<file path="config.mk">
export PLATFORM = sky130hd
export DESIGN_NAME = rice_coded_set_encoder
export DESIGN_NICKNAME = d
export VERILOG_FILES = /design/src/hdl/rcse_pkg.sv /design/src/hdl/rice_coded_set_encoder.sv /design/src/hdl/rcse_front.sv /design/src/hdl/rcse_queue.sv /design/src/hdl/rcse_back.sv
export SDC_FILE = /design/constraint.sdc
export NUM_CORES = 1
export LEC_CHECK = 0
export BUFFER_PORTS_ARGS = -buffer_cell sky130_fd_sc_hd__buf_2
export CORE_ASPECT_RATIO = 1.4
export CORE_MARGIN = 1
export CORE_UTILIZATION = 39
export CTS_BUF_LIST = sky130_fd_sc_hd__clkbuf_4 sky130_fd_sc_hd__clkbuf_8
export DETAILED_ROUTE_END_ITERATION = 16
export GPL_ROUTABILITY_DRIVEN = 0
export GPL_TIMING_DRIVEN = 0
export SLEW_MARGIN = 0
export SYNTH_ARGS = -nofsm -noshare
export SYNTH_HDL_FRONTEND = slang
export SYNTH_SLANG_ARGS = --single-unit
export TNS_END_PERCENT = 30
</file>
<file path="constraint.sdc">
create_clock -name clock -period 7.3 [get_ports clock]
set_clock_uncertainty 0.15 [all_clocks]
set_input_delay 0.365 -clock clock [delete_from_list [all_inputs] [get_ports clock]]
set_output_delay 0.365 -clock clock [all_outputs]
set_load 0.005 [all_outputs]
</file>
<file path="src/hdl/rcse_pkg.sv">
// Shared types and constants of the Rice-coded set encoder.
`default_nettype none

package rcse_pkg;

   // Fixed field widths of the streams.
   localparam int SET_VALUE_BITS = 32;
   localparam int CODE_BYTE_BITS = 8;
   localparam int RICE_K_BITS    = 6;
   localparam int RSP_USER_BITS  = 3;

   // Defaults of the top-level parameters.
   localparam int VALUE_BITS_DEF   = 32;
   localparam int MAX_QUOTIENT_DEF = 255;
   localparam int MAX_RICE_K_DEF   = 32;
   localparam int QUEUE_DEPTH_DEF  = 2;

   // Rice parameter after reset.
   localparam logic [RICE_K_BITS-1:0] RICE_K_RESET = 6'd8;

   // Per-item flags that travel with a coding command.
   typedef struct packed {
      logic final_item;
      logic overflow;
   } rcse_flags_type;

endpackage

`default_nettype wire

</file>
<file path="src/hdl/rice_coded_set_encoder.sv">
// Top level of the Rice-coded set encoder.
//
//   Channel | Direction | Handshake            | Contents
//   req     | in        | req_tvalid/tready    | tdata set_value, tlast final_value
//   rsp     | out       | rsp_tvalid/tready    | tdata code_byte, tlast run_last,
//           |           |                      | tuser byte_valid/stream_end/overflow
//   csr     | in        | csr_valid/csr_ready  | csr_data rice_k
//
// The front end takes one set value per cycle, while the queue has room, into a
// two-entry command queue. The packer loads a command, then packs each byte
// window that the unary run touches and each window that the one bit and
// remainder touch, and ends with a marker or a flush where the item needs one.
// Long unary runs give one byte per cycle while the output is not held. Reset
// is synchronous, with no clearing pass. A low rsp_tready holds the packer, and
// the queue keeps accepting until it is full.
`default_nettype none

module rice_coded_set_encoder
   import rcse_pkg::*;
#(
   parameter int VALUE_BITS   = VALUE_BITS_DEF,
   parameter int MAX_QUOTIENT = MAX_QUOTIENT_DEF,
   parameter int MAX_RICE_K   = MAX_RICE_K_DEF,
   parameter int QUEUE_DEPTH  = QUEUE_DEPTH_DEF
) (
   input  wire logic                      clock,
   input  wire logic                      reset,
   // Input stream.
   input  wire logic                      req_tvalid,
   output logic                           req_tready,
   input  wire logic [SET_VALUE_BITS-1:0] req_tdata,   // [31:0] set_value
   input  wire logic                      req_tlast,   // final_value
   // Result stream.
   output logic                           rsp_tvalid,
   input  wire logic                      rsp_tready,
   output logic [CODE_BYTE_BITS-1:0]      rsp_tdata,   // [7:0] code_byte
   output logic                           rsp_tlast,   // run_last
   output logic [RSP_USER_BITS-1:0]       rsp_tuser,   // [0] byte_valid, [1] stream_end,
                                                       // [2] quotient_overflow
   // Rice parameter register.
   input  wire logic                      csr_valid,
   output logic                           csr_ready,
   input  wire logic [RICE_K_BITS-1:0]    csr_data     // [5:0] rice_k
);

   localparam int QW = $clog2(MAX_QUOTIENT + 1);
   localparam int LW = $clog2(MAX_RICE_K + 2);
   localparam int CMD_BITS = QW + VALUE_BITS + 1 + LW + $bits(rcse_flags_type);

   logic [RICE_K_BITS-1:0] rice_k_ff;

   logic                   f_valid, f_ready;
   logic [QW-1:0]          f_zeros;
   logic [VALUE_BITS:0]    f_tail;
   logic [LW-1:0]          f_tail_len;
   rcse_flags_type         f_flags;

   logic                   b_valid, b_ready;
   logic [CMD_BITS-1:0]    b_data;
   logic [QW-1:0]          b_zeros;
   logic [VALUE_BITS:0]    b_tail;
   logic [LW-1:0]          b_tail_len;
   rcse_flags_type         b_flags;

   logic                   byte_valid, stream_end, overflow;

   // Rice parameter register; every transfer is taken at once.
   assign csr_ready = 1'b1;

   always_ff @(posedge clock) begin
      if (reset) begin
         rice_k_ff <= RICE_K_RESET;
      end else if (csr_valid) begin
         rice_k_ff <= csr_data;
      end
   end

   rcse_front #(
      .VALUE_BITS   (VALUE_BITS),
      .MAX_QUOTIENT (MAX_QUOTIENT),
      .MAX_RICE_K   (MAX_RICE_K)
   ) u_front (
      .clock        (clock),
      .reset        (reset),
      .rice_k       (rice_k_ff),
      .in_valid     (req_tvalid),
      .in_ready     (req_tready),
      .set_value    (req_tdata),
      .final_value  (req_tlast),
      .cmd_valid    (f_valid),
      .cmd_ready    (f_ready),
      .cmd_zeros    (f_zeros),
      .cmd_tail     (f_tail),
      .cmd_tail_len (f_tail_len),
      .cmd_flags    (f_flags)
   );

   rcse_queue #(
      .DATA_BITS (CMD_BITS),
      .DEPTH     (QUEUE_DEPTH)
   ) u_queue (
      .clock    (clock),
      .reset    (reset),
      .wr_valid (f_valid),
      .wr_ready (f_ready),
      .wr_data  ({f_zeros, f_tail, f_tail_len, f_flags}),
      .rd_valid (b_valid),
      .rd_ready (b_ready),
      .rd_data  (b_data)
   );

   assign {b_zeros, b_tail, b_tail_len, b_flags} = b_data;

   rcse_back #(
      .VALUE_BITS   (VALUE_BITS),
      .MAX_QUOTIENT (MAX_QUOTIENT),
      .MAX_RICE_K   (MAX_RICE_K)
   ) u_back (
      .clock          (clock),
      .reset          (reset),
      .cmd_valid      (b_valid),
      .cmd_ready      (b_ready),
      .cmd_zeros      (b_zeros),
      .cmd_tail       (b_tail),
      .cmd_tail_len   (b_tail_len),
      .cmd_flags      (b_flags),
      .rsp_valid      (rsp_tvalid),
      .rsp_ready      (rsp_tready),
      .rsp_code_byte  (rsp_tdata),
      .rsp_byte_valid (byte_valid),
      .rsp_run_last   (rsp_tlast),
      .rsp_stream_end (stream_end),
      .rsp_overflow   (overflow)
   );

   assign rsp_tuser = {overflow, stream_end, byte_valid};

endmodule

`default_nettype wire

</file>
<file path="src/hdl/rcse_front.sv">
// Front end: accepts set values, forms deltas and builds coding commands.
`default_nettype none

module rcse_front
   import rcse_pkg::*;
#(
   parameter int VALUE_BITS   = VALUE_BITS_DEF,
   parameter int MAX_QUOTIENT = MAX_QUOTIENT_DEF,
   parameter int MAX_RICE_K   = MAX_RICE_K_DEF,
   localparam int QW = $clog2(MAX_QUOTIENT + 1),
   localparam int LW = $clog2(MAX_RICE_K + 2)
) (
   input  wire logic                      clock,
   input  wire logic                      reset,
   input  wire logic [RICE_K_BITS-1:0]    rice_k,
   input  wire logic                      in_valid,
   output logic                           in_ready,
   input  wire logic [SET_VALUE_BITS-1:0] set_value,
   input  wire logic                      final_value,
   output logic                           cmd_valid,
   input  wire logic                      cmd_ready,
   output logic [QW-1:0]                  cmd_zeros,
   output logic [VALUE_BITS:0]            cmd_tail,
   output logic [LW-1:0]                  cmd_tail_len,
   output rcse_flags_type                 cmd_flags
);

   localparam int CW = (VALUE_BITS > QW) ? VALUE_BITS : QW;
   localparam logic [RICE_K_BITS-1:0] K_LIMIT = RICE_K_BITS'(MAX_RICE_K);

   logic [VALUE_BITS-1:0]  prev_ff, prev_in;
   logic                   first_ff, first_in;

   logic [63:0]            wide_value;
   logic [VALUE_BITS-1:0]  value;
   logic [VALUE_BITS-1:0]  delta;
   logic [VALUE_BITS-1:0]  quot;
   logic [CW-1:0]          quot_wide;
   logic [VALUE_BITS-1:0]  remainder;
   logic [RICE_K_BITS-1:0] k_eff;
   logic                   code_it;
   logic                   too_long;
   logic                   write_bits;
   logic                   accept;

   // Delta, quotient and remainder of the incoming value.
   assign wide_value = 64'(set_value);
   assign value      = wide_value[VALUE_BITS-1:0];
   assign k_eff      = (rice_k > K_LIMIT) ? K_LIMIT : rice_k;
   assign delta      = value - prev_ff;
   assign code_it    = first_ff || (value > prev_ff);
   assign quot       = delta >> k_eff;
   assign quot_wide  = CW'(quot);
   assign too_long   = quot_wide > CW'(MAX_QUOTIENT);
   assign remainder  = delta & ~({VALUE_BITS{1'b1}} << k_eff);
   assign write_bits = code_it && !too_long;

   // Command toward the back end: unary length, then one bit and the remainder.
   assign cmd_valid            = in_valid;
   assign in_ready             = cmd_ready;
   assign accept               = in_valid && cmd_ready;
   assign cmd_zeros            = write_bits ? quot_wide[QW-1:0] : '0;
   assign cmd_tail             = {remainder, 1'b1};
   assign cmd_tail_len         = write_bits ? (LW'(k_eff) + LW'(1)) : '0;
   assign cmd_flags.final_item = final_value;
   assign cmd_flags.overflow   = code_it && too_long;

   // Previous-value tracking; a final item starts a new stream.
   always_comb begin
      prev_in  = prev_ff;
      first_in = first_ff;
      if (accept) begin
         if (final_value) begin
            prev_in  = '0;
            first_in = 1'b1;
         end else if (write_bits) begin
            prev_in  = value;
            first_in = 1'b0;
         end
      end
   end

   always_ff @(posedge clock) begin
      if (reset) begin
         prev_ff  <= '0;
         first_ff <= 1'b1;
      end else begin
         prev_ff  <= prev_in;
         first_ff <= first_in;
      end
   end

   // A transfer marked final leaves the tracking state at its reset value.
   assert property (@(posedge clock) disable iff (reset)
      accept && final_value |=> first_ff && (prev_ff == '0))
      else $error("front state not cleared after final item");

endmodule

`default_nettype wire

</file>
<file path="src/hdl/rcse_queue.sv">
// Short command queue between the front end and the bit packer.
`default_nettype none

module rcse_queue
   import rcse_pkg::*;
#(
   parameter int DATA_BITS = 8,
   parameter int DEPTH     = QUEUE_DEPTH_DEF,
   localparam int AW = (DEPTH > 1) ? $clog2(DEPTH) : 1,
   localparam int NW = $clog2(DEPTH + 1)
) (
   input  wire logic                 clock,
   input  wire logic                 reset,
   input  wire logic                 wr_valid,
   output logic                      wr_ready,
   input  wire logic [DATA_BITS-1:0] wr_data,
   output logic                      rd_valid,
   input  wire logic                 rd_ready,
   output logic [DATA_BITS-1:0]      rd_data
);

   localparam logic [AW-1:0] LAST_SLOT = AW'(DEPTH - 1);
   localparam logic [NW-1:0] FULL_FILL = NW'(DEPTH);

   logic [DATA_BITS-1:0] slots [DEPTH];
   logic [AW-1:0]        wr_ptr_ff, wr_ptr_in;
   logic [AW-1:0]        rd_ptr_ff, rd_ptr_in;
   logic [NW-1:0]        fill_ff, fill_in;
   logic                 push, pop;

   assign wr_ready = fill_ff != FULL_FILL;
   assign rd_valid = fill_ff != '0;
   assign push     = wr_valid && wr_ready;
   assign pop      = rd_valid && rd_ready;
   assign rd_data  = slots[rd_ptr_ff];

   // Pointer and fill bookkeeping.
   always_comb begin
      wr_ptr_in = wr_ptr_ff;
      rd_ptr_in = rd_ptr_ff;
      fill_in   = fill_ff;
      if (push) begin
         wr_ptr_in = (wr_ptr_ff == LAST_SLOT) ? '0 : wr_ptr_ff + AW'(1);
      end
      if (pop) begin
         rd_ptr_in = (rd_ptr_ff == LAST_SLOT) ? '0 : rd_ptr_ff + AW'(1);
      end
      if (push && !pop) begin
         fill_in = fill_ff + NW'(1);
      end else if (pop && !push) begin
         fill_in = fill_ff - NW'(1);
      end
   end

   always_ff @(posedge clock) begin
      if (reset) begin
         wr_ptr_ff <= '0;
         rd_ptr_ff <= '0;
         fill_ff   <= '0;
      end else begin
         wr_ptr_ff <= wr_ptr_in;
         rd_ptr_ff <= rd_ptr_in;
         fill_ff   <= fill_in;
      end
   end

   // Storage is written on each push transfer.
   always_ff @(posedge clock) begin
      if (push) begin
         slots[wr_ptr_ff] <= wr_data;
      end
   end

   // The fill level never passes the depth.
   assert property (@(posedge clock) disable iff (reset) fill_ff <= FULL_FILL)
      else $error("queue fill level above depth");

   // An empty queue has its pointers equal.
   assert property (@(posedge clock) disable iff (reset)
      (fill_ff == '0) |-> (wr_ptr_ff == rd_ptr_ff))
      else $error("queue pointers disagree with empty fill level");

endmodule

`default_nettype wire

</file>
<file path="src/hdl/rcse_back.sv">
// Back end: packs unary and remainder bits into bytes and drives the results.
`default_nettype none

module rcse_back
   import rcse_pkg::*;
#(
   parameter int VALUE_BITS   = VALUE_BITS_DEF,
   parameter int MAX_QUOTIENT = MAX_QUOTIENT_DEF,
   parameter int MAX_RICE_K   = MAX_RICE_K_DEF,
   localparam int QW = $clog2(MAX_QUOTIENT + 1),
   localparam int LW = $clog2(MAX_RICE_K + 2)
) (
   input  wire logic                      clock,
   input  wire logic                      reset,
   input  wire logic                      cmd_valid,
   output logic                           cmd_ready,
   input  wire logic [QW-1:0]             cmd_zeros,
   input  wire logic [VALUE_BITS:0]       cmd_tail,
   input  wire logic [LW-1:0]             cmd_tail_len,
   input  wire rcse_flags_type            cmd_flags,
   output logic                           rsp_valid,
   input  wire logic                      rsp_ready,
   output logic [CODE_BYTE_BITS-1:0]      rsp_code_byte,
   output logic                           rsp_byte_valid,
   output logic                           rsp_run_last,
   output logic                           rsp_stream_end,
   output logic                           rsp_overflow
);

   localparam int ZW  = (QW > 4) ? QW : 4;
   localparam int TLW = (LW > 4) ? LW : 4;
   localparam int RB  = (QW > LW) ? QW : LW;
   localparam int RW  = ((RB > 3) ? RB : 3) + 1;

   // Item being packed.
   logic                busy_ff, busy_in;
   logic [QW-1:0]       zeros_ff, zeros_in;
   logic [VALUE_BITS:0] tail_ff, tail_in;
   logic [LW-1:0]       tail_len_ff, tail_len_in;
   rcse_flags_type      flags_ff, flags_in;
   logic                emitted_ff, emitted_in;

   // Unfinished byte.
   logic [7:0]          partial_ff, partial_in;
   logic [2:0]          cnt_ff, cnt_in;

   // Result register.
   logic                rsp_valid_ff, rsp_valid_in;
   logic [7:0]          rsp_byte_ff, rsp_byte_in;
   logic                rsp_bvalid_ff, rsp_bvalid_in;
   logic                rsp_last_ff, rsp_last_in;
   logic                rsp_end_ff, rsp_end_in;
   logic                rsp_over_ff, rsp_over_in;

   // One packing step.
   logic                out_ok;
   logic                use_zeros;
   logic                work_left;
   logic [3:0]          free;
   logic [ZW-1:0]       zeros_ext;
   logic [TLW-1:0]      tail_len_ext;
   logic [3:0]          n_zeros, n_tail, n;
   logic [3:0]          cnt_sum;
   logic [8:0]          take_mask;
   logic [15:0]         chunk;
   logic [7:0]          bits_new;
   logic [QW-1:0]       zeros_step;
   logic [VALUE_BITS:0] tail_step;
   logic [LW-1:0]       tail_len_step;
   logic [RW-1:0]       bits_left;
   logic                look_last;
   logic [2:0]          cnt_after;

   assign cmd_ready = !busy_ff;
   assign out_ok    = !rsp_valid_ff || rsp_ready;

   // Fill the free part of the byte from the unary run, else from the tail.
   always_comb begin
      work_left     = (zeros_ff != '0) || (tail_len_ff != '0);
      use_zeros     = zeros_ff != '0;
      free          = 4'd8 - {1'b0, cnt_ff};
      zeros_ext     = ZW'(zeros_ff);
      tail_len_ext  = TLW'(tail_len_ff);
      n_zeros       = (zeros_ext < ZW'(free)) ? zeros_ext[3:0] : free;
      n_tail        = (tail_len_ext < TLW'(free)) ? tail_len_ext[3:0] : free;
      n             = use_zeros ? n_zeros : n_tail;
      cnt_sum       = {1'b0, cnt_ff} + n;
      take_mask     = (9'd1 << n) - 9'd1;
      chunk         = 16'({8'b0, tail_ff[7:0] & take_mask[7:0]} << cnt_ff);
      bits_new      = use_zeros ? partial_ff : (partial_ff | chunk[7:0]);
      zeros_step    = use_zeros ? (zeros_ff - QW'(n)) : zeros_ff;
      tail_step     = use_zeros ? tail_ff : (tail_ff >> n);
      tail_len_step = use_zeros ? tail_len_ff : (tail_len_ff - LW'(n));
      cnt_after     = cnt_sum[3] ? 3'd0 : cnt_sum[2:0];
      bits_left     = RW'(zeros_step) + RW'(tail_len_step);
      // A full byte is the item's last result when what remains cannot
      // fill another byte and needs no flush.
      look_last     = flags_ff.final_item ? (bits_left == '0) : (bits_left < RW'(8));
   end

   // Item sequencing and result selection.
   always_comb begin
      busy_in       = busy_ff;
      zeros_in      = zeros_ff;
      tail_in       = tail_ff;
      tail_len_in   = tail_len_ff;
      flags_in      = flags_ff;
      emitted_in    = emitted_ff;
      partial_in    = partial_ff;
      cnt_in        = cnt_ff;
      rsp_valid_in  = rsp_valid_ff;
      rsp_byte_in   = rsp_byte_ff;
      rsp_bvalid_in = rsp_bvalid_ff;
      rsp_last_in   = rsp_last_ff;
      rsp_end_in    = rsp_end_ff;
      rsp_over_in   = rsp_over_ff;

      if (out_ok) begin
         rsp_valid_in = 1'b0;
      end

      if (!busy_ff) begin
         if (cmd_valid) begin
            busy_in     = 1'b1;
            zeros_in    = cmd_zeros;
            tail_in     = cmd_tail;
            tail_len_in = cmd_tail_len;
            flags_in    = cmd_flags;
            emitted_in  = 1'b0;
         end
      end else if (out_ok) begin
         rsp_over_in = flags_ff.overflow;
         if (work_left) begin
            zeros_in    = zeros_step;
            tail_in     = tail_step;
            tail_len_in = tail_len_step;
            partial_in  = cnt_sum[3] ? 8'd0 : bits_new;
            cnt_in      = cnt_after;
            if (cnt_sum[3]) begin
               rsp_valid_in  = 1'b1;
               rsp_byte_in   = bits_new;
               rsp_bvalid_in = 1'b1;
               rsp_last_in   = look_last;
               rsp_end_in    = look_last && flags_ff.final_item;
               emitted_in    = 1'b1;
            end
            if ((zeros_step == '0) && (tail_len_step == '0) &&
                (!flags_ff.final_item || (cnt_after == 3'd0)) &&
                (emitted_ff || cnt_sum[3])) begin
               busy_in = 1'b0;
            end
         end else begin
            busy_in = 1'b0;
            if (flags_ff.final_item && (cnt_ff != 3'd0)) begin
               // Flush of the zero-padded partial byte.
               rsp_valid_in  = 1'b1;
               rsp_byte_in   = partial_ff;
               rsp_bvalid_in = 1'b1;
               rsp_last_in   = 1'b1;
               rsp_end_in    = 1'b1;
               partial_in    = 8'd0;
               cnt_in        = 3'd0;
            end else if (!emitted_ff) begin
               // Marker result for an item that completed no byte.
               rsp_valid_in  = 1'b1;
               rsp_byte_in   = 8'd0;
               rsp_bvalid_in = 1'b0;
               rsp_last_in   = 1'b1;
               rsp_end_in    = flags_ff.final_item;
            end
         end
      end
   end

   // Control state.
   always_ff @(posedge clock) begin
      if (reset) begin
         busy_ff      <= 1'b0;
         zeros_ff     <= '0;
         tail_len_ff  <= '0;
         emitted_ff   <= 1'b0;
         partial_ff   <= 8'd0;
         cnt_ff       <= 3'd0;
         rsp_valid_ff <= 1'b0;
      end else begin
         busy_ff      <= busy_in;
         zeros_ff     <= zeros_in;
         tail_len_ff  <= tail_len_in;
         emitted_ff   <= emitted_in;
         partial_ff   <= partial_in;
         cnt_ff       <= cnt_in;
         rsp_valid_ff <= rsp_valid_in;
      end
   end

   // Payload registers.
   always_ff @(posedge clock) begin
      tail_ff       <= tail_in;
      flags_ff      <= flags_in;
      rsp_byte_ff   <= rsp_byte_in;
      rsp_bvalid_ff <= rsp_bvalid_in;
      rsp_last_ff   <= rsp_last_in;
      rsp_end_ff    <= rsp_end_in;
      rsp_over_ff   <= rsp_over_in;
   end

   assign rsp_valid      = rsp_valid_ff;
   assign rsp_code_byte  = rsp_byte_ff;
   assign rsp_byte_valid = rsp_bvalid_ff;
   assign rsp_run_last   = rsp_last_ff;
   assign rsp_stream_end = rsp_end_ff;
   assign rsp_overflow   = rsp_over_ff;

   // An idle packer holds no leftover bits of an item.
   assert property (@(posedge clock) disable iff (reset)
      !busy_ff |-> (zeros_ff == '0) && (tail_len_ff == '0))
      else $error("packer idle with bits left");

   // The end of a stream leaves no partial byte and closes its item.
   assert property (@(posedge clock) disable iff (reset)
      rsp_valid_ff && rsp_end_ff |-> (cnt_ff == 3'd0) && rsp_last_ff)
      else $error("stream ended with partial byte pending");

   // A marker result is empty and is always the last result of its item.
   assert property (@(posedge clock) disable iff (reset)
      rsp_valid_ff && !rsp_bvalid_ff |-> (rsp_byte_ff == 8'd0) && rsp_last_ff)
      else $error("malformed marker result");

endmodule

`default_nettype wire
</file>
==> impl_results.md, run 1 <==
- Most Crowded Layer GR: met2
- DR vias: 14525
- Cell Count, Final, Fillers Out: 2461
- CP Depth: 25
- CP max stage delay: 0.44 ns
- Reg2Reg Setup Slack: 0.39 ns
- Net Count, Synth: 1871
- #FFs+latches synth: approximately 220
- DP HPWL: 39700 um
- Share of cells above drive strength 1: 0.0962
- Core area: just under 40000 um2
- Clk pin slew, worst setup/hold paths: 0.06 ns
- WP data arrival: 7.17 ns
- Combinational family with the most area after synthesis: compound AO/OA/AOI/OAI gates
- Clk buf depth: 3
- Asr flop ratio synth: 0
- Area delta synth->final: 13.8%
- Post-Syn Area: 15600 um2
- TNS Setup: 0 ns
- TritonCTS clock tree: yes
- Post-CTS setup repair buffer count: 0
- Root Driver: clkbuf_8
- DRT Pass-1 Iters: 8
- Syn Area/Cell: 8.80 um2
- # Max-Cap Violations: 0
- Status: complete, no violations
- Total CTS buffers: 36
- Least-Margin Pin Slew: 1.24 ns
- Yosys warning total: 0
- Capture point of the worst reg-to-reg path: u_back.rsp_stream_end
- Synth top area cells: edfxtp_1 (28%), dfxtp_1 (9.3%), mux2i_1 (9.1%), ha_1 (4.4%), a21oi_1 (4.3%)
- Pin count of the biggest net entering global routing: 33
- Total GRT Usage: 0.257
- Total grt overflow: 0
- GR Util met3: 0.0383
- Yosys cell types: between 90 and 100
- Number of port buffers: 56
- Setup violations, final: 0
- Die H: 238 um
- Cell taking the most area after synthesis: edfxtp_1
- Sequential fraction of the synthesis area: 0.369
- Met1 Use GR: 0.259
- Top-Level Pins: 59
- Path depth of the worst reg2reg path: 25
- Hold depth: 4
- DP Area: 16600 um2
- Compound-gate portion of the synthesized area: 0.231
- Final-stage net count: between 2000 and 2500
- Post-Synth Simple-Gate Area: 0.171
- Critical path class: reg -> reg
- H-Tree Depth: 2
- Synth Area in XOR/XNOR: 0.0236
- Die W: 171 um
- Post-synth EDFFs: roughly 140
- Delay-heaviest family, CP: adder cells
- Critical path buffers and inverters: 8
- Vias in the first global route: 14520
- Rel. slew slack: 0.169
- Startpoint types: register
- Grt met2 use: 0.471
- Slowest CP cell: maj3_1
- Placed cells: 2356
- DRT antenna net count: 0
- Min-Delay Endpoint: u_back.busy_ff
- Routed length per instance: between 20 and 25 um
- Post-layout min period: roughly 7 ns
- Final period utilization: 0.947
- Vias per Instance: 5.90
- Hold_sp: reset
- DRC: 0
- Critical R2R Launch: u_back.cnt_ff[0]
- CP Data Required Time: 7.56 ns
- Die area: between 40000 and 50000 um2
- Ys flop type: edfxtp_1
- Clk_lat worst skew: 0.57 ns
- Initial DRC Count: 1094
- Mux contribution to synthesized area: 0.102
- Critical path capture point type: register
- Share of the synthesized area in the top cell type: 0.276
- Number of max-slew violations in the final report: 0
- First-pass GRT wire length: 80200 um
- RSZ-0062 raised after global routing: false
- # clock sinks: roughly 220
- Antenna Cells: 0
- Hold Fails Final Rpt: 0
- Initial antenna violation count: 0
- Fmax: between 100 and 150 MHz
- Hold Crit Class: in -> reg
- Row cnt: 86
- Syn Inst Count: 1769
- Final wirelength: between 50000 and 60000 um
- Final instance area: 17700 um2
- Initial Utilization: 0.395
- Adder-cell share of the synthesized area: 0.0527
- Critical path peak fanout: 12
## Yosys cell counts (all sizes together) (27+ instances only)
cell type / count
clkbuf: 80
mux2i: 141
nand3: 55
inv: 79
a31oi: 27
ha: 55
nor2: 161
o21ai: 108
a22o: 37
a211oi: 47
dfxtp: 72
edfxtp: 143
nor3: 40
a21oi: 134
buf: 35
nand2: 166
## how the worst max path moves through the flow
stage,to,startpoint,slack (ns)
6_report,u_back.rsp_stream_end,u_back.cnt_ff[0],0.39
5_1_grt,u_back.rsp_stream_end,u_back.cnt_ff[0],0.06
4_1_cts,u_back.rsp_stream_end,u_back.cnt_ff[0],0.17
3_5_place_dp,u_back.rsp_stream_end,u_back.cnt_ff[0],0.20
3_3_place_gp,u_back.rsp_stream_end,u_back.cnt_ff[0],0.29
2_1_floorplan,u_back.rsp_stream_end,u_back.cnt_ff[0],1.27
## per-layer routing
metal | part of all wire | vias to the layer above
met5 | 0 | -
met4 | 0.081 | 0
met3 | 0.052 | 232
met2 | 0.51 | 574
met1 | 0.35 | 6832
li1 | - | 6887
## layout make-up
cell class,count,area [um2]
plain buffers,115,494
clock buffers,45,569
clock inverters,20,178
fillers,3889,21700
inverters,83,312
multi-input cells,1356,9030
flip-flops and latches,215,5740
well taps,528,661
repair buffers,99,726
## cell families after synthesis
kind of cell / count (synthesis)
XOR/XNOR: 41
other: 1
flip-flops: 215
adder cells (fa/ha/maj): 65
AO/OA/AOI/OAI: 534
buffers and inverters: 198
multiplexers: 154
AND/OR/NAND/NOR: 561
## repair_timing
| item | 4_1_cts | 5_1_grt |
|---|---|---|
| resized for setup | 0 | 1 |
| hold buffers | 40 | 0 |
| endpoints found under the hold margin | 42 | 0 |
| setup endpoints to repair | 0 | 2 |
## tightest hold or removal path, delay by kind of cell
family          cells  cell delay, ns
compound gates      2            0.11
buf+inv             1            0.18
simple gates        1            0.07
## flip-flops by register name, summed over array words and instances, names as in the netlist, named ones only
signal                 flops
rice_k_ff                  6
u_back.busy_ff             1
u_back.cnt_ff              3
u_back.emitted_ff          1
u_back.flags_ff            2
u_back.partial_ff          8
u_back.rsp_byte_valid      1
u_back.rsp_code_byte       8
u_back.rsp_overflow        1
u_back.rsp_run_last        1
u_back.rsp_stream_end      1
u_back.tail_ff            33
u_back.tail_len_ext        6
u_back.zeros_ext           8
u_front.first_ff           1
u_front.prev_ff           32
u_queue.fill_ff            2
u_queue.rd_ptr_ff          1
u_queue.slots             96
u_queue.wr_ptr_ff          1
## stage by stage
step            util  hold slack (ns)  setup slack, ns
2_1_floorplan      -            0.250             1.27
3_3_place_gp   0.419            0.260            0.290
3_5_place_dp   0.420            0.267            0.202
4_1_cts        0.450           0.0318            0.165
5_1_grt        0.450           0.0984           0.0600
6_report       0.450           0.0629            0.390
## cells in the final DEF, fill, tap and decap left out, drive strengths merged, types with 15 or more instances in the layout
master	instances
o211ai	15
inv	82
a21boi	18
clkinv	16
and3	18
o22ai	17
xor2	15
ha	55
nand2	166
and2	16
dfxtp	72
edfxtp	143
clkbuf	125
nor3	40
a31oi	27
nor2b	17
a21oi	134
a21o	19
nor2	161
a22o	37
dlygate4sd3	40
mux2i	141
o21ai	108
a211oi	47
buf	94
nand4	18
xnor2	26
nand3	55
Power of run 1 is not shown: default switching activity piles up to over one toggle a cycle in this logic, so the estimate is an artifact.
==> run 2: changes to the inputs <==
Settings changed: HOLD_SLACK_MARGIN set to 0.05, RECOVER_POWER set to 50.
==> run 2 against run 1 <==
  * Maximum frequency is 0.12% lower
  * Highest routed layer unchanged
  * Hold slack gained 0.045 ns
  * Die area did not move
  * The flow now finishes with violations (capacitance limit, slew limit)
==> impl_results.md, run 2 (synthesis results as in run 1) <==
- Status: finished, violations left
- Failing checks: capacitance limit, slew limit
- Initial antenna violation count: 0
- Number of max-slew violations in the final report: 66
- Vias per Instance: approximately 5.9
- Critical path capture point type: register
- Capture point of the worst reg-to-reg path: u_back.rsp_stream_end
- Critical path class: reg -> reg
- Hold Fails Final Rpt: 0
- First-pass GRT wire length: 80200 um
- Top-Level Pins: a little under 60
- Largest Register: u_queue.slots
- Final period utilization: 0.948
- Clk buf depth: 3
- Die area: approximately 40000 um2
- Pin count of the biggest net entering global routing: 33
- Most common library cell in the layout ignoring fill and taps: nand2_1
- Clk pin slew, worst setup/hold paths: 0.06 ns
- Final-stage net count: around 2000
- Min Hold Slack: 0.108 ns
- Rel. slew slack: -0.251
- WP data arrival: around 7 ns
- Row cnt: 86
- RSZ-0062 raised after global routing: false
- Most frequent cells in the layout: nand2_1 (166), nor2_1 (161), edfxtp_1 (143)
- H-Tree Depth: 2
- # fillers: between 3000 and 4000
- Initial DRC Count: 1072
- Hold_sp: csr_valid
- Clk_lat worst skew: between 0.5 and 0.6 ns
- Vias in the first global route: ~15000
- Total grt overflow: 0
- DR vias: roughly 15000
- Hold depth: 2
- Post-layout min period: 6.92 ns
- CP Data Required Time: 7.56 ns
- Reg2Reg Setup Slack: approximately 0.38 ns
- # clock sinks: 215
- Total CTS buffers: 36
- Critical path peak fanout: 12
- Max reg flops: between 90 and 100
- Setup violations, final: 0
- Routed length per instance: 21.0 um
- Hold Crit Class: in -> reg
- Post-CTS setup repair buffer count: 0
- Path depth of the worst reg2reg path: 25
- Final wirelength: 51700 um
- DP HPWL: 39700 um
- Number of port buffers: 56
- Core area: 39400 um2
- Initial Utilization: 0.395
- Die H: between 200 and 250 um
- DRT Pass-1 Iters: 6
- TritonCTS clock tree: yes
- Top Registers: u_queue.slots: 96 flops, u_back.tail_ff: 33 flops, u_front.prev_ff: 32 flops
- Least-Margin Pin Slew: 1.88 ns
- DRT antenna net count: 0
- Min-Delay Endpoint: rice_k_ff[3]
- Total GRT Usage: 0.257
- # Max-Cap Violations: 2
- Share of cells above drive strength 1: 0.0838
- Startpoint types: register
- Die W: 171 um
- Critical R2R Launch: u_back.cnt_ff[0]
- Critical path launch point: u_back.cnt_ff[0]
- DRC: 0
- Antenna Cells: 0
- Area delta synth->final: 13.4%
- Root Driver: clkbuf_8
- TNS Setup: 0 ns
- Fmax: 145 MHz
==> run 2: worst max path at each step <==
stage	slack, ns	end	cells past startpoint
floorplan	1.27	u_back.rsp_stream_end	25
global placement	0.29	u_back.rsp_stream_end	25
detailed placement	0.20	u_back.rsp_stream_end	25
CTS	0.17	u_back.rsp_stream_end	25
global route	0.06	u_back.rsp_stream_end	27
finish	0.38	u_back.rsp_stream_end	25
==> run 2: layout make-up <==
type,count,area (um2),share of cell area
Multi-Input combinational cell,1356,9020,0.511
Sequential cell,215,5740,0.325
Timing Repair Buffer,100,683,0.0387
Tap cell,528,661,0.0374
Clock buffer,45,569,0.0323
Buffer,115,485,0.0275
Inverter,83,312,0.0177
Clock inverter,20,178,0.0101
==> run 2: metrics by stage <==
| stage | util | setup WS, ns | cell area (um2) | cells |
|---|---|---|---|---|
| 2_1_floorplan | - | 1.27 | 15600 | 1769 |
| 3_3_place_gp | 0.419 | 0.290 | 16500 | 2353 |
| 3_5_place_dp | 0.420 | 0.202 | 16600 | 2356 |
| 4_1_cts | 0.450 | 0.165 | 17700 | 2462 |
| 5_1_grt | 0.448 | 0.0600 | 17600 | 2462 |
| 6_report | 0.448 | 0.382 | 17600 | 2462 |
==> run 2: timing repair <==
| action | CTS | global route |
|---|---|---|
| endpoints found under the hold margin | 43 | 0 |
| resized for setup | 0 | 1 |
| endpoints found under the setup margin | 0 | 2 |
| hold buffers | 41 | 0 |
==> run 2: worst max-delay path, cell delays in order, from the launching register on <==
cell and delay [ns]:
dfxtp_1 0.39, clkbuf_1 0.36, inv_2 0.17, ha_1 0.32
inv_1 0.07, maj3_1 0.34, maj3_1 0.44, a21o_4 0.28
a311o_1 0.37, clkbuf_1 0.29, inv_2 0.27, buf_2 0.38
ha_1 0.21, inv_1 0.05, maj3_1 0.34, maj3_2 0.35
xnor2_1 0.13, o21ai_0 0.40, ha_1 0.24, o21ai_0 0.13
inv_1 0.10, mux2i_1 0.07, nor4_1 0.28, o21ai_1 0.14
or3_1 0.37, o22ai_2 0.09
==> run 2: layer usage <==
metal,GRT usage,wire length [um],vias to the layer above,share of wire
li1,-,-,6891,-
met1,0.259,18300,6860,0.35
met2,0.471,26500,590,0.51
met3,0.0383,2750,233,0.053
met4,0.198,4270,0,0.082
met5,0,0,-,0
Power of run 2 is left out for the same reason.
